$ cat src/rtl/linear_interp_resampler_unit_assert.svh
// ----------------------------------------------------------------------------
// Resampler assertion macros
// Assertion macros used by the resampler top level.
// ----------------------------------------------------------------------------
`ifndef LINEAR_INTERP_RESAMPLER_UNIT_ASSERT_SVH
`define LINEAR_INTERP_RESAMPLER_UNIT_ASSERT_SVH

// Same-cycle implication, checked outside reset.
`define LIR_ASSERT_NOW(label, clk, rst, ante, cons) \
   label: assert property (@(posedge clk) disable iff (rst) (ante) |-> (cons)) \
      else $error("resampler check failed");

// Next-cycle implication, checked outside reset.
`define LIR_ASSERT_NEXT(label, clk, rst, ante, cons) \
   label: assert property (@(posedge clk) disable iff (rst) (ante) |=> (cons)) \
      else $error("resampler check failed");

`endif

$ cat src/rtl/lir_pkg.sv
// ----------------------------------------------------------------------------
// Resampler package
// Lane count, sample width, register indexes and the issue control passed
// from the sequencer.
// ----------------------------------------------------------------------------
package lir_pkg;

   localparam int LIR_LANES       = 8;
   localparam int LIR_SAMPLE_BITS = 24;

   typedef logic [LIR_SAMPLE_BITS-1:0] lir_sample_type;

   typedef enum logic [1:0] {
      REG_STEP_SIZE   = 2'd0,
      REG_PASSTHROUGH = 2'd1,
      REG_CHANNELS    = 2'd2
   } lir_reg_type;

   typedef struct packed {
      logic valid;
      logic last;
   } lir_issue_type;

endpackage

$ cat src/rtl/lir_merge.sv
// ----------------------------------------------------------------------------
// Resampler merge stage
// Tracks the lane pipeline, masks inactive lanes and holds the response.
// ----------------------------------------------------------------------------
module lir_merge (
   input  logic                                            clock,
   input  logic                                            reset,
   input  lir_pkg::lir_issue_type                          issue,
   output logic                                            s1_ready,
   input  logic [lir_pkg::LIR_LANES-1:0][lir_pkg::LIR_SAMPLE_BITS-1:0] lane_y,
   input  logic [3:0]                                      channels_in_use,
   output logic                                            rsp_valid,
   input  logic                                            rsp_ready,
   output logic [lir_pkg::LIR_LANES-1:0][lir_pkg::LIR_SAMPLE_BITS-1:0] rsp_data,
   output logic                                            rsp_last
);
   import lir_pkg::*;

   logic s1_valid_ff;
   logic s1_valid_in;
   logic s1_last_ff;
   logic rsp_valid_ff;
   logic rsp_valid_in;
   logic rsp_last_ff;
   logic s2_load;
   logic fire;
   logic [LIR_LANES-1:0][LIR_SAMPLE_BITS-1:0] masked;
   logic [LIR_LANES-1:0][LIR_SAMPLE_BITS-1:0] data_ff;

   assign s2_load  = !rsp_valid_ff || rsp_ready;
   assign s1_ready = !s1_valid_ff || s2_load;
   assign fire     = issue.valid && s1_ready;

   always_comb begin
      s1_valid_in  = s1_valid_ff;
      rsp_valid_in = rsp_valid_ff;
      if (s2_load) begin
         rsp_valid_in = s1_valid_ff;
         s1_valid_in  = 1'b0;
      end
      if (fire) begin
         s1_valid_in = 1'b1;
      end
      for (int i = 0; i < LIR_LANES; i++) begin
         masked[i] = (i < int'(channels_in_use)) ? lane_y[i] : '0;
      end
   end

   always_ff @(posedge clock) begin
      if (reset) begin
         s1_valid_ff  <= 1'b0;
         rsp_valid_ff <= 1'b0;
      end else begin
         s1_valid_ff  <= s1_valid_in;
         rsp_valid_ff <= rsp_valid_in;
      end
      if (fire) begin
         s1_last_ff <= issue.last;
      end
      if (s2_load && s1_valid_ff) begin
         data_ff     <= masked;
         rsp_last_ff <= s1_last_ff;
      end
   end

   assign rsp_valid = rsp_valid_ff;
   assign rsp_data  = data_ff;
   assign rsp_last  = rsp_last_ff;

endmodule

$ cat config.mk
export PLATFORM = sky130hd
export DESIGN_NAME = lir_merge
export DESIGN_NICKNAME = d
export VERILOG_FILES = /design/src/rtl/linear_interp_resampler_unit_assert.svh /design/src/rtl/lir_pkg.sv /design/src/rtl/lir_merge.sv
export SDC_FILE = /design/constraint.sdc
export NUM_CORES = 1
export LEC_CHECK = 0
export ABC_AREA = 1
export BUFFER_PORTS_ARGS = -buffer_cell sky130_fd_sc_hd__buf_2
export CAP_MARGIN = 5
export CORE_AREA = 2 2 153 155
export CTS_CLUSTER_SIZE = 20
export DETAILED_ROUTE_END_ITERATION = 10
export DIE_AREA = 0 0 155 157
export HOLD_SLACK_MARGIN = 0.03
export PLACE_DENSITY = 0.63
export SLEW_MARGIN = 40
export SYNTH_ARGS = -nofsm -noshare
export SYNTH_HDL_FRONTEND = slang
export SYNTH_SLANG_ARGS = --single-unit
$ cat constraint.sdc
create_clock -name clock -period 17.9 [get_ports clock]
set_clock_uncertainty 0.2 [all_clocks]
set_input_delay 4.475 -clock clock [delete_from_list [all_inputs] [get_ports clock]]
set_output_delay 4.475 -clock clock [all_outputs]
set_load 0.005 [all_outputs]
## After elaboration in Yosys (flattened, before gate mapping)

Index checks and enable logic that the tools add are counted.

| word-level totals | value |
|---|---|
| word-level logic and storage cells | 29 |
| register bits | 196 |
| bits of input ports | 201 |
| output and inout bits | 195 |

| cells by class | value |
|---|---|
| magnitude comparators | 8 |
| multiplexer cells | 2 |
| reductions and logical operators | 7 |

Operator list:

| operator | number |
|---|---|
| < comparator 3 x 4 -> 1 bit, first input constant | 4 |
| < comparator 1 x 4 -> 1 bit, first input constant | 2 |
| < comparator 2 x 4 -> 1 bit, first input constant | 2 |
| logical AND 1 bit | 2 |
| zero test 1 bit | 2 |
| logical OR 1 bit | 2 |
| 2-to-1 mux 1 bit | 2 |
| nonzero test 2 bit | 1 |

## Longest topological paths before layout

| logic depth | value |
|---|---|
| word-level depth | 5 |
| gate-level depth with buffers | 6 |
| gate-level depth less buffers | 4 |

## Worst setup path after synthesis

OpenSTA, ideal clock, no wires.

| timing | value |
|---|---|
| kind | input port to flip-flop |
| start point | input port rsp_ready |
| end point | register data_ff, in the netlist rsp_data[0] (enable) |
| stages | 2 |
| library setup time | 0.810 ns |
| path slack | 3.121 ns |
| arrival time | 13.769 ns |
| required time | 16.890 ns |
| buffers on the path | 0 |
| path through | inv_1 -> a21oi_1 |

| between the ends | value |
|---|---|
| word-level cells in the longest chain between the ends | 2 |

Ends and longest elaborated chain:

| element | line | source |
|---|---|---|
| start, declared | lir_merge.sv:13 | `input logic rsp_ready,` |
| logical OR 1 bit | lir_merge.sv:30 | `assign s2_load = !rsp_valid_ff \|\| rsp_ready;` |
| logical AND 1 bit | lir_merge.sv:60 | `if (s2_load && s1_valid_ff) begin` |
| end signal, assigned | lir_merge.sv:61 | `data_ff <= masked;` |
| end, declared | lir_merge.sv:28 | `logic [LIR_LANES-1:0][LIR_SAMPLE_BITS-1:0] data_ff;` |

No other way between the ends.
A chain may end at the register's enable or synchronous reset.

## Worst setup path in the final report

| timing | value |
|---|---|
| start point | input port rsp_ready |
| end point | output port s1_ready |

| between the ends | value |
|---|---|
| word-level cells in the longest chain between the ends | 2 |

Ends and longest elaborated chain:

| element | line | source |
|---|---|---|
| logical OR 1 bit | lir_merge.sv:30 |  |
| logical OR 1 bit | lir_merge.sv:31 | `assign s1_ready = !s1_valid_ff \|\| s2_load;` |
| end, declared | lir_merge.sv:9 | `output logic s1_ready,` |

No other way between the ends.

==> flow_summary.yaml <==
run_status:
  status: "finished clean"
critical_path:
  crit_fanout: 3
  slowest_delay_ps: 160
  r2r_end: "rsp_data[13]"
  critPathSlowestCell: "buf_2"
  crit_start: "rsp_ready"
  worstSetupPathType: "input pin to output port"
  critical_path.startpoint_type: "input pin"
  critical_path_arrival_ps: 4990
  r2r_start: "rsp_valid"
  worstPathRequired_ps: 13230
  setup.worst_path.end_class: "output port"
  reg2reg_slack_ps: 15820
  critical-path-top-delay-family: "buffers and inverters"
  cp.depth: 4
  crit_end: "s1_ready"
  cp_cell_sequence: "buf_2 -> inv_1 -> nand3_1 -> buf_2"
  r2r_cells: 3
  cp_common_cell: "buf_2"
  worst-path-buf-inv: 3
power:
  p_total_uw: 994.5
  combPwrFrac: 0.091
  leakage_uw: 0.005080
  netSwitchingFraction: 0.2375
  power_frac_seq: 0.541
  power.share.clock: 0.369
  cell_internal_pwr_uw: 758.3
  ir_drop_mv: 0.05047
  power.switching_uw: 236.2
  power-per-cell-area_nw_per_um2: 95.64
timing:
  fmax_mhz: 103.4
  finalMaxSlewViolations: 0
  setup_viol: 0
  post-route-period-util: 0.5401
  fin_setup_tns_ps: 0
  relSlewSlack: 0.4967
  tightest_slew_ps: 752.8
  min_period_ps: 9668
  grt_setup_unrepaired: "no"
  hold_viol_final: 0
placed_design:
  dp.final_hpwl_microns: 14060
  place.gp.congestion: 0.7811
  io_buffers: 395
  dpl.cell_count: 1238
detailed_routing:
  dr.pass1.iters: 4
  post_drt_wl_per_cell_microns: 15.24
  drt_iter0_markers: 259
  drtAntennaViolNets: 0
  vias_per_cell: 4.178
  wl_microns: 19380
  vias: 5314
  drc: 0
yosys:
  syn_inst: 576
  syn-num-nets: 777
  syn_area_sq_um: 7508
  ys_types: 14
  yosysWarnings: 0
  syn_area_per_cell_sq_um: 13.04
  synth-seq-cells: 196
  yosysSeqAreaShare: 0.7812
die:
  die_w_microns: 155
  die_area_sq_um: 24340
  core_sq_um: 22500
  rows: 55
  ioPinCount: 396
  dieHeight_microns: 157
  start_util: 0.3337
cells_and_area:
  fin_nets: 1173
  fill_cells: 2139
  stdcell_count: 1272
  drive_above_1_share: 0.4406
  area_delta_synth_final_pct: 38.49
min_path:
  hold-path-cell-count: 0
  hp-class: "flip-flop to flip-flop"
global_route:
  grt-ovfl-total: 0
  grtUsageTotal: 0.1524
  grt_start_max_net_pins: 100
  antenna_found_initial: 3
  grt_pass1_wl_microns: 28210
  grt_pass1_vias: 5204
cts:
  post_cts_resized: 0
  cts-root-buf: "clkbuf_16"
  htreeDepth: 4
  cts_sinks: 196
  cts_max_path_buffers: 2
  cts_setup_buffers: 0
  cts.clk_slew.worst_paths_ps: 70
  clk_latency_ps: 420
  cts_hold_buf: 0
  cts_tree: "yes"
  numCtsBuffers: 17
job:
  drv_cap: 0
[routing by layer]
layer / vias to the layer above / track usage / wire length (microns)
li1: 2623 / - / -
met1: 2393 / 0.1768 / 7686
met2: 266 / 0.2618 / 9628
met3: 30 / 0.05452 / 1658
met4: 2 / 0.05379 / 390
met5: - / 0 / 16
[stage by stage]
step / setup slack [ps] / hold WS, ps / util / area [sq um]
after global placement: 8270 / 204.9 / 0.4354 / 9798
after CTS: 8230 / 227.9 / 0.4619 / 10390
after detailed placement: 8235 / 213.3 / 0.4374 / 9843
after floorplan: 3121 / 200.3 / - / 7508
final: 8232 / 228.1 / 0.4621 / 10400
after global routing: 8199 / 233.6 / 0.4621 / 10400
[cell type report]
class,instances,area (sq um),share of cell area
Tap cell,285,356.6,0.03429
Sequential cell,196,5866,0.5641
Inverter,150,563.0,0.05415
Antenna cell,2,5.005,0.0004813
Clock inverter,12,113.9,0.01095
Timing Repair Buffer,399,2039,0.1961
Multi-Input combinational cell,208,1018,0.09794
Clock buffer,20,436.7,0.04199
[kinds of logic (layout without fill, tap and decap cells)]
group / after synthesis / count (layout) / share of synthesized area
flip-flops: 196 / 196 / 0.7812
buffers and inverters: 172 / 581 / 0.08882
AND/OR/NAND/NOR: 156 / 156 / 0.07932
AO/OA/AOI/OAI: 52 / 52 / 0.05066
other: 0 / 2 / 0
[cell usage after synthesis]
library cell	n	area (sq um)
nand3_1	3	15.01
edfxtp_1	194	5826
buf_1	2	7.510
a21boi_0	43	322.8
clkbuf_1	7	26.28
inv_1	150	563.0
buf_4	2	15.01
a21oi_1	4	20.02
nor2_1	98	367.9
a21boi_1	5	37.54
dfxtp_1	2	40.04
buf_2	11	55.05
nand2_1	54	202.7
nor3_2	1	10.01
[cells in the final DEF (no fill, tap or decap)]
master      instances
buf_2             395
edfxtp_1          194
inv_1             150
nor2_1             96
nand2_1            54
a21boi_0           43
clkbuf_16          17
a21boi_1            5
inv_6               5
inv_8               4
clkbuf_1            3
diode_2             2
nand3_1             2
a21oi_4             2
nor2_4              2
a21oi_1             2
clkinv_4            2
buf_4               2
dfxtp_1             2
nand3_2             1
nor3_2              1
clkinvlp_4          1
buf_16              1
buf_12              1
[power groups by stage]
stage | Combinational [uW] | Clock, uW | Sequential, uW
floorplan | 32.3 | 0 | 560
global placement | 89.5 | 0 | 548
detailed placement | 91.9 | 0 | 548
CTS | 92.1 | 379 | 538
global route | 101 | 394 | 540
finish | 90.1 | 366 | 538
[flip-flops by register name, summed over array words and instances, names as in the netlist]
register,cells
s1_last_ff,1
rsp_last,1
rsp_data,192
s1_valid_ff,1
rsp_valid,1
[how the worst min path moves through the flow]
stage | start | slack, ps | end
global route | s1_last_ff | 230 | rsp_last
finish | s1_last_ff | 230 | rsp_last
detailed placement | s1_last_ff | 210 | rsp_last
CTS | s1_last_ff | 230 | rsp_last
global placement | s1_last_ff | 200 | rsp_last
floorplan | s1_last_ff | 200 | rsp_last
No activity file was read; power rests on OpenSTA's default activity.
