`src/rtl/linear_interp_resampler_unit_assert.svh`:
```
// ----------------------------------------------------------------------------
// Resampler assertion macros
// Assertion macros used by the resampler top level.
// ----------------------------------------------------------------------------
`ifndef LINEAR_INTERP_RESAMPLER_UNIT_ASSERT_SVH
`define LINEAR_INTERP_RESAMPLER_UNIT_ASSERT_SVH

// Same-cycle implication, checked outside reset.
`define LIR_ASSERT_NOW(label, clk, rst, ante, cons) \
   label: assert property (@(posedge clk) disable iff (rst) (ante) |-> (cons)) \
      else $error("resampler check failed");

// Next-cycle implication, checked outside reset.
`define LIR_ASSERT_NEXT(label, clk, rst, ante, cons) \
   label: assert property (@(posedge clk) disable iff (rst) (ante) |=> (cons)) \
      else $error("resampler check failed");

`endif

```
`src/rtl/lir_pkg.sv`:
```
// ----------------------------------------------------------------------------
// Resampler package
// Lane count, sample width, register indexes and the issue control passed
// from the sequencer.
// ----------------------------------------------------------------------------
package lir_pkg;

   localparam int LIR_LANES       = 8;
   localparam int LIR_SAMPLE_BITS = 24;

   typedef logic [LIR_SAMPLE_BITS-1:0] lir_sample_type;

   typedef enum logic [1:0] {
      REG_STEP_SIZE   = 2'd0,
      REG_PASSTHROUGH = 2'd1,
      REG_CHANNELS    = 2'd2
   } lir_reg_type;

   typedef struct packed {
      logic valid;
      logic last;
   } lir_issue_type;

endpackage

```
`src/rtl/lir_lane.sv`:
```
// ----------------------------------------------------------------------------
// Resampler interpolation lane
// Multiplies the fraction by the sample difference and adds it to the base.
// ----------------------------------------------------------------------------
module lir_lane #(
   parameter int FRAC_BITS = 16
) (
   input  logic                              clock,
   input  logic                              load,
   input  logic [lir_pkg::LIR_SAMPLE_BITS-1:0] base,
   input  logic [lir_pkg::LIR_SAMPLE_BITS-1:0] target,
   input  logic [FRAC_BITS-1:0]               frac,
   output logic [lir_pkg::LIR_SAMPLE_BITS-1:0] result
);
   import lir_pkg::*;

   localparam int SB = LIR_SAMPLE_BITS;
   localparam int PB = SB + FRAC_BITS + 2;

   logic signed [SB:0]   diff;
   logic signed [PB-1:0] prod;
   logic signed [PB-1:0] prod_ff;
   logic [SB-1:0]        base_ff;
   logic signed [PB-1:0] shifted;
   logic signed [PB-1:0] sum;

   assign diff = $signed({target[SB-1], target}) - $signed({base[SB-1], base});
   assign prod = $signed({1'b0, frac}) * diff;

   always_ff @(posedge clock) begin
      if (load) begin
         prod_ff <= prod;
         base_ff <= base;
      end
   end

   assign shifted = prod_ff >>> FRAC_BITS;
   assign sum     = $signed({{(PB-SB){base_ff[SB-1]}}, base_ff}) + shifted;
   assign result  = sum[SB-1:0];

endmodule

```
`config.mk`:
```
export PLATFORM = sky130hd
export DESIGN_NAME = lir_lane
export DESIGN_NICKNAME = d
export VERILOG_FILES = /design/src/rtl/linear_interp_resampler_unit_assert.svh /design/src/rtl/lir_pkg.sv /design/src/rtl/lir_lane.sv
export SDC_FILE = /design/constraint.sdc
export NUM_CORES = 1
export LEC_CHECK = 0
export BUFFER_PORTS_ARGS = -buffer_cell sky130_fd_sc_hd__buf_2
export CORE_MARGIN = 3
export CORE_UTILIZATION = 45
export CTS_CLUSTER_SIZE = 30
export DETAILED_ROUTE_END_ITERATION = 12
export PLACE_DENSITY_LB_ADDON = 0.05
export SYNTH_ARGS = -nofsm -noshare
export SYNTH_HDL_FRONTEND = slang
export SYNTH_SLANG_ARGS = --single-unit
```
`constraint.sdc`:
```
create_clock -name clock -period 14.5 [get_ports clock]
set_input_delay 3.625 -clock clock [delete_from_list [all_inputs] [get_ports clock]]
set_output_delay 3.625 -clock clock [all_outputs]
set_load 0.005 [all_outputs]
```
Word level (Yosys, flattened, before mapping)
Index checks and enable logic that the tools add are counted.
{ "classes": {"add_sub_neg": 2, "multipliers": 1} }
{ "ops": {"columns": ["cell", "n"], "rows": [
  ["17-bit by 25-bit multiplier with 40-bit output", 1],
  ["24-bit by 24-bit subtractor with 25-bit output", 1],
  ["24-bit adder", 1]
]} }
{ "word_totals": {"reg_bits": 64, "inputBits": 66, "output_inout_bits": 24, "word_cells": 5} }

Depth between registers and ports, before layout
Gate-level depths: netlist of run 1.
{ "logic_depth": {"depth_word": 2, "ltp_mapped": 34, "depth_no_buf": 33} }

Worst setup path before layout of run 1
OpenSTA, ideal clock, no wires.
{ "synth_path": {"path_type": "input to register", "startpoint": "input target[0] (netlist name)", "endpoint": "register prod_ff[39] (data pin)", "setup_time_ps": 268, "t_arrival_ps": 11408, "t_required_ps": 14232, "slack_ps": 2824, "path_stages": 31, "n_path_buf": 1, "cell_sequence": "inv_1 -> ha_1 -> fa_1 -> nor2b_1 -> o31ai_1 -> a21oi_1 -> o21a_1 -> o21a_1 -> o211ai_1 -> a2111o_1 -> o311ai_2 -> buf_2 -> nand2_1 -> fa_1 -> fa_1 -> fa_1 -> fa_1 -> inv_1 -> fa_1 -> inv_1 -> fa_1 -> inv_1 -> ha_1 -> a2111oi_0 -> nand2_1 -> o22a_2 -> o21ba_1 -> or2_1 -> a221o_1 -> a221oi_2 -> xnor3_1"} }
{ "synth_between": {"elab_chain_cells": 2} }
{ "synth_lines": {"columns": ["item", "line_no", "text"], "rows": [
  ["from (decl)", "lir_lane.sv:11", "input logic [lir_pkg::LIR_SAMPLE_BITS-1:0] target,"],
  ["24-bit by 24-bit subtractor with 25-bit output", "lir_lane.sv:27", "assign diff = $signed({target[SB-1], target}) - $signed({base[SB-1], base});"],
  ["17-bit by 25-bit multiplier with 40-bit output", "lir_lane.sv:28", "assign prod = $signed({1'b0, frac}) * diff;"],
  ["via prod[39]", "lir_lane.sv:21", "logic signed [PB-1:0] prod;"],
  ["to (signal assigned)", "lir_lane.sv:32", "prod_ff <= prod;"],
  ["to (decl)", "lir_lane.sv:22", "logic signed [PB-1:0] prod_ff;"]
]} }
The timed path passes the listed nets, and every way through them passes these cells.
A chain may end at the register's enable or synchronous reset.

Worst setup path in the final report of run 1
{ "layout_path": {"startpoint": "input base[1] (netlist name)", "endpoint": "register prod_ff[39] (data pin)"} }
{ "layout_between": {"elab_chain_cells": 2} }
{ "layout_lines": {"columns": ["item", "line_no", "text"], "rows": [
  ["from (decl)", "lir_lane.sv:10", "input logic [lir_pkg::LIR_SAMPLE_BITS-1:0] base,"],
  ["24-bit by 24-bit subtractor with 25-bit output", "lir_lane.sv:27", null],
  ["17-bit by 25-bit multiplier with 40-bit output", "lir_lane.sv:28", null],
  ["via prod[39]", "lir_lane.sv:21", null]
]} }
The timed path passes the listed nets, and every way through them passes these cells.

==> flow_summary.json, run 1 <==
{
  "crit_type": "in -> reg",
  "wl_per_cell_um": 18.0,
  "synth-seq-cells": 48,
  "synth_top_area_cell": "fa_1",
  "relSlewSlack_pct": 13.4,
  "antenna_found_initial": 1,
  "fmax_mhz": 79.2,
  "fp.dieW_um": 204,
  "place_hpwl_um": 35400,
  "synth_seq_area_share_pct": 8.18,
  "synth_nets": 2521,
  "drive_above_1_share_pct": 7.46,
  "synthMuxAreaShare_pct": 0.973,
  "vias_per_cell": 5.05,
  "slew_violations": 0,
  "grt_pass1_vias": 13773,
  "cts.sinks": 48,
  "ios": 90,
  "cts.clk_slew.worst_paths_ps": 70,
  "required_ps": 14560,
  "synthArstFlopShare_pct": 0,
  "cts_buffers": 5,
  "vias": 12597,
  "diodes": 0,
  "synthTopCellsByCount": "498 x inv_1, 373 x fa_1, 226 x nand2_1",
  "yosysUniqueCellTypes": 65,
  "synth-main-ff-cell": "edfxtp_1",
  "dieArea_um2": 41600,
  "worstSetupStartpointType": "input pin",
  "grt-ovfl-total": 0,
  "nets": 2566,
  "post_cts_buffers": 0,
  "hp-class": "in -> reg",
  "synth_compound_area_share_pct": 7.03,
  "die_h_um": 204,
  "synth_top_family_by_area": "adder cells",
  "yosysMostFrequentCell": "inv_1",
  "hold_violations": 0,
  "drt_iter0_markers": 604,
  "cts_tree": "done",
  "cap_violations": 0,
  "syn_area_um2": 17600,
  "core_area_um2": 38100,
  "synth_xor_area_share_pct": 3.46,
  "start_util_pct": 46.2,
  "synthCells": 1938,
  "tightest_slew_ps": 1290,
  "tns_ps": 0,
  "synth_edf_count": 48,
  "yosysTopAreaCellShare_pct": 42.4,
  "port_buffers": 89,
  "yosys.area_share.adder_pct": 52.9,
  "postCtsResizedCells": 0,
  "cp-end-kind": "flip-flop",
  "clockRootBuffer": "clkbuf_16",
  "finalCriticalPeriod_ps": 12630,
  "totalWireLength_um": 44800,
  "finalCritPeriodShare_pct": 87.1,
  "yosys_warnings": 0,
  "setup_viol": 0,
  "synth_area_leaders": "fa_1 42%, inv_1 11%, ha_1 10%",
  "rsz0062_at_grt": "no",
  "ant_nets": 0,
  "grt_start_max_net_pins": 49,
  "clock_path_buffers": 2,
  "grt_pass1_wl_um": 74300,
  "cp_max_fo": 16,
  "post-place-ws_ps": 1580,
  "status": "finished clean",
  "cp_data_arrival_time_ps": 12680,
  "fp-row-count": 71,
  "postCtsHoldBufs": 0,
  "dr.pass1.iters": 5,
  "syn2layout_area_growth_pct": 6.69,
  "gp_congestion": 0.808,
  "htreeDepth": 2,
  "syn_area_per_cell_um2": 9.09,
  "grt_use_total_pct": 22.8,
  "drc": 0,
  "yosys.area_share.simple_pct": 15.4,
  "fin_ws_ps": 1870
}
[final timing paths]
kind | endpoint | slack [ps] | from | cells past startpoint
hold / removal | base_ff[3]$_DFFE_PP_ | 3510 | base[3] | 1
setup / recovery | prod_ff[39]$_DFFE_PP_ | 1870 | base[1] | 28
[metal layers]
layer | GRT usage [%] | part of all wire, %
met2 | 38.8 | 48
met4 | 4.47 | 1.7
met5 | 0 | 0
met3 | 2.12 | 4.0
met1 | 32.3 | 46
[logic make-up (layout without fill, tap and decap cells)]
| kind of cell | count (synthesis) | count (layout) |
|---|---|---|
| AO/OA/AOI/OAI | 178 | 178 |
| flip-flops | 48 | 48 |
| AND/OR/NAND/NOR | 540 | 540 |
| XOR/XNOR | 68 | 68 |
| buffers and inverters | 566 | 612 |
| multiplexers | 16 | 16 |
| adder cells (fa/ha/maj) | 522 | 522 |
[placed cells by master, fill, tap and decap left out, types with 4 or more instances in the layout]
master | Yosys | layout
inv_1 | 498 | 498
fa_1 | 373 | 373
nand2_1 | 226 | 226
and2_1 | 162 | 162
ha_1 | 144 | 144
buf_2 | 3 | 89
xnor2_1 | 53 | 48
edfxtp_1 | 48 | 48
a21oi_1 | 43 | 42
nor2_1 | 37 | 35
nand2b_1 | 32 | 32
o21ai_0 | 28 | 28
nor2b_1 | 26 | 26
a21o_1 | 23 | 23
o21a_1 | 21 | 21
nor3_1 | 17 | 17
buf_4 | 1 | 17
xor2_1 | 14 | 14
nand3_1 | 10 | 10
mux2_2 | 9 | 9
and3_1 | 8 | 8
mux2i_1 | 7 | 7
a31oi_1 | 6 | 6
o21bai_1 | 6 | 6
o211ai_1 | 6 | 6
xnor2_2 | 0 | 5
maj3_1 | 5 | 5
clkbuf_16 | 0 | 5
and3b_1 | 4 | 4
nand4_1 | 4 | 4
[area by class of cell]
class / count / area (um^2)
Sequential cell: 48 / 1440
Tap cell: 511 / 639
Timing Repair Buffer: 106 / 573
Fill cell: 3714 / 19300
Clock inverter: 3 / 46.3
Inverter: 498 / 1870
Clock buffer: 5 / 125
Multi-Input combinational cell: 1324 / 14100
[worst max-delay path, stage by stage]
cell       delay [ps]
buf_2             110
inv_1              50
ha_1              270
nor2b_1           140
o21ai_1           150
a21boi_1          110
o21ai_0           860
a21boi_0          310
nor2_2            900
nand2_1           190
fa_1              540
fa_1              590
fa_1              460
fa_1              510
inv_1              50
fa_1              480
inv_1              50
fa_1              490
inv_1              50
ha_1              300
a2111oi_0         430
nand2_1           100
o22a_2            310
o21ba_1           320
or2_1             280
a221o_1           360
a221oi_2          270
xnor3_1           340
[state kept, by name (all words and copies together) (netlist names)]
name,cells
prod_ff,24
base_ff,24
[through the flow]
step | util, % | cells | hold WS, ps | area [um^2]
after detailed placement | 48.9 | 2487 | 3820 | 18600
after global routing | 49.3 | 2495 | 3500 | 18800
after global placement | 48.9 | 2487 | 3820 | 18600
after floorplan | - | 1938 | 3720 | 17600
final | 49.3 | 2495 | 3510 | 18800
after CTS | 49.3 | 2495 | 3490 | 18800
Power of run 1 is not shown: default switching activity piles up to over one toggle a cycle in this logic, so the estimate is an artifact.
==> run 2, diff against run 1 <==
CORE_UTILIZATION = 59   (was 45)
==> flow_summary.json, run 2 (synthesized netlist as in run 1, its figures left out) <==
{
  "status": "finished clean",
  "final_common_cell": "inv_1",
  "grt_use_total_pct": 30.3,
  "placed_cells": 2359,
  "hold_violations": 0,
  "tightest_slew_ps": 1240,
  "diodes": 0,
  "crit_path_top_delay_cell": "xnor2_1",
  "cp_data_arrival_time_ps": 12460,
  "multiInputGateArea_um2": 14100,
  "postCtsHoldBufs": 0,
  "nets": 2565,
  "clock_path_buffers": 2,
  "ant_nets": 0,
  "vias_per_cell": 5.53,
  "worst_hold_slack_ps": 3510,
  "place_hpwl_um": 34500,
  "core_area_um2": 29100,
  "start_util_pct": 60.6,
  "largestRegisters": "base_ff: 24 flops, prod_ff: 24 flops",
  "htreeDepth": 2,
  "hp-class": "in -> reg",
  "setup_viol": 0,
  "fill_cells": 2456,
  "dieArea_um2": 32000,
  "cts_tree": "done",
  "grt-ovfl-total": 0,
  "grt_pass1_wl_um": 74300,
  "register_area_um2": 1440,
  "clockRootBuffer": "clkbuf_16",
  "dr.pass1.iters": 5,
  "gp_congestion": 0.889,
  "cts.sinks": 48,
  "drive_above_1_share_pct": 7.46,
  "totalWireLength_um": 45300,
  "required_ps": 14540,
  "syn2layout_area_growth_pct": 5.89,
  "final_cell_mix": "498 x inv_1, 373 x fa_1, 226 x nand2_1",
  "relSlewSlack_pct": 16.7,
  "postCtsResizedCells": 0,
  "antenna_found_initial": 0,
  "cap_violations": 0,
  "finalCriticalPeriod_ps": 12420,
  "finalCritPeriodShare_pct": 85.7,
  "cp-end-kind": "flip-flop",
  "vias": 13079,
  "grt_pass1_vias": 14010,
  "tns_ps": 0,
  "cp_max_fo": 8,
  "fp-row-count": 62,
  "cpPeakStageDelay_ps": 640,
  "drt_iter0_markers": 1080,
  "die_h_um": 179,
  "worstSetupStartpointType": "input pin",
  "post_cts_buffers": 0,
  "cts_buffers": 5,
  "drc": 0,
  "wl_per_cell_um": 19.1,
  "slew_violations": 0,
  "crit_type": "in -> reg",
  "grt_start_max_net_pins": 49,
  "ios": 90,
  "cts.clk_slew.worst_paths_ps": 70,
  "port_buffers": 89,
  "stdcell_count": 2367,
  "fmax_mhz": 80.5,
  "fp.dieW_um": 179,
  "cp_common_cell": "fa_1",
  "rsz0062_at_grt": "no"
}
==> run 2: changes by cell type in the layout (fill, tap and decap cells not counted), sizes merged <==
cell / delta
bufinv: +1
buf: -1
clkinvlp: -1
==> run 2: final timing paths <==
check                    start                    end  slack, ps  depth (start not counted)
worst max-delay path   base[0]  prod_ff[39]$_DFFE_PP_       2080                         32
worst min-delay path  base[22]  base_ff[22]$_DFFE_PP_       3510                          1
==> run 2: critical path, delay by kind of cell <==
kind	cells	cell delay, ps
compound gates	11	2830
buf+inv	5	340
simple gates	5	900
xor+xnor	2	990
fa+ha+maj	9	3770
==> run 2: area by class of cell <==
class,count,area share [%]
Clock buffer,5,0.671
Clock inverter,3,0.369
Inverter,498,10.0
Multi-Input combinational cell,1324,75.6
Sequential cell,48,7.73
Tap cell,384,2.58
Timing Repair Buffer,105,3.03
==> run 2: metal layers <==
metal  GRT usage (%)  vias up  part of all wire (%)
met1            44.4     6593                    44
met2            48.9      535                    46
met3            4.11       55                   9.1
met4            5.78        0                   1.9
met5               0        -                     0
li1                -     5896                     -
==> run 2: per-stage QoR <==
stage          worst slack (ps)  util (%)  instance area [um^2]
6_report                   2080      64.1                 18700
5_1_grt                    1680      64.1                 18700
4_1_cts                    2150      64.1                 18700
3_5_place_dp               1830      63.5                 18500
3_3_place_gp               2030      63.5                 18500
2_1_floorplan              2820         -                 17600
Power of run 2 is left out for the same reason.
==> run 3, diff against run 2 <==
REMOVE_ABC_BUFFERS = 1   (was not set)
==> flow_summary.json, run 3 (synthesized netlist as in run 1, its figures left out) <==
{
  "vias_per_cell": 5.45,
  "ios": 90,
  "hold_violations": 0,
  "start_util_pct": 60.6,
  "port_buffers": 89,
  "cp_max_fo": 16,
  "relSlewSlack_pct": 26.0,
  "cts_tree": "done",
  "worstSetupStartpointType": "input pin",
  "finalCritPeriodShare_pct": 86.7,
  "final_cell_mix": "498 x inv_1, 373 x fa_1, 226 x nand2_1",
  "vias": 12907,
  "place_hpwl_um": 33600,
  "wl_per_cell_um": 17.8,
  "gp_congestion": 0.844,
  "crit_path_top_delay_cell": "xnor2_2",
  "diodes": 0,
  "min_path_cells": 1,
  "clock_path_buffers": 2,
  "grt_pass1_wl_um": 69400,
  "antenna_found_initial": 0,
  "drt_iter0_markers": 531,
  "tns_ps": 0,
  "grt_start_max_net_pins": 49,
  "cpPeakStageDelay_ps": 850,
  "post_cts_buffers": 0,
  "rsz0062_at_grt": "no",
  "cts.clk_slew.worst_paths_ps": 80,
  "cp-end-kind": "flip-flop",
  "hp-class": "in -> reg",
  "status": "finished clean",
  "core_area_um2": 29100,
  "totalWireLength_um": 42100,
  "slew_violations": 0,
  "drc": 0,
  "setup_viol": 0,
  "postCtsHoldBufs": 0,
  "cap_violations": 0,
  "cp_data_arrival_time_ps": 12610,
  "largestRegisters": "base_ff: 24 flops, prod_ff: 24 flops",
  "fp.dieW_um": 179,
  "fmax_mhz": 79.5,
  "nets": 2565,
  "htreeDepth": 2,
  "crit_type": "in -> reg",
  "final_common_cell": "inv_1",
  "fill_cells": 2488,
  "die_h_um": 179,
  "ant_nets": 0,
  "fp-row-count": 62,
  "dr.pass1.iters": 5,
  "register_area_um2": 1440,
  "finalCriticalPeriod_ps": 12570,
  "dieArea_um2": 32000,
  "tightest_slew_ps": 1100,
  "drive_above_1_share_pct": 7.56,
  "multiInputGateArea_um2": 14100,
  "clockRootBuffer": "clkbuf_16",
  "grt-ovfl-total": 0,
  "postCtsResizedCells": 0,
  "grt_use_total_pct": 27.9,
  "grt_pass1_vias": 13824,
  "hold_end": "base_ff[0]$_DFFE_PP_",
  "fin_util_pct": 64.2,
  "min-delay-start": "base[0]",
  "cp_common_cell": "fa_1",
  "cts.sinks": 48,
  "required_ps": 14540,
  "syn2layout_area_growth_pct": 5.96,
  "cts_buffers": 5
}
==> run 3: metrics by stage <==
step / cells / hold WS [ps] / instance area [um^2] / worst slack (ps)
after CTS: 2367 / 3510 / 18700 / 2090
after floorplan: 1870 / 3720 / 17400 / 2750
after global placement: 2359 / 3820 / 18500 / 2010
final: 2367 / 3520 / 18700 / 1930
after detailed placement: 2359 / 3820 / 18500 / 1800
after global routing: 2367 / 3500 / 18700 / 1580
==> run 3: layer usage <==
layer	share of wire, %	GRT usage [%]	wire length [um]	vias to the layer above
li1	-	-	-	5905
met4	2.3	6.17	975	0
met5	0	0	0	-
met3	5.4	3.83	2300	69
met1	40	35.5	17000	6590
met2	52	50.6	21800	343
==> run 3: worst max path at each step <==
stage,slack [ps],start,cells after the start,end
after global routing,1580,target[0],33,prod_ff[39]$_DFFE_PP_
after CTS,2090,base[2],32,prod_ff[39]$_DFFE_PP_
after floorplan,2750,base[2],31,prod_ff[39]$_DFFE_PP_
after detailed placement,1800,base[2],32,prod_ff[39]$_DFFE_PP_
after global placement,2010,target[0],33,prod_ff[39]$_DFFE_PP_
final,1930,base[1],31,prod_ff[39]$_DFFE_PP_
==> run 3: area by class of cell <==
class / instances / share of cell area (%)
Tap cell: 384 / 2.57
Inverter: 498 / 10.0
Clock inverter: 3 / 0.248
Multi-Input combinational cell: 1324 / 75.7
Sequential cell: 48 / 7.72
Clock buffer: 5 / 0.670
Timing Repair Buffer: 105 / 3.03
==> run 3: critical path, delay by kind of cell <==
kind	cells	cell delay (ps)
AOI/OAI and AO/OA	11	3020
xor gates and xnor gates	2	1210
adders and majority gates	8	3490
buffers and inverters	6	410
and+or+nand+nor	4	850
Power of run 3 is left out for the same reason.
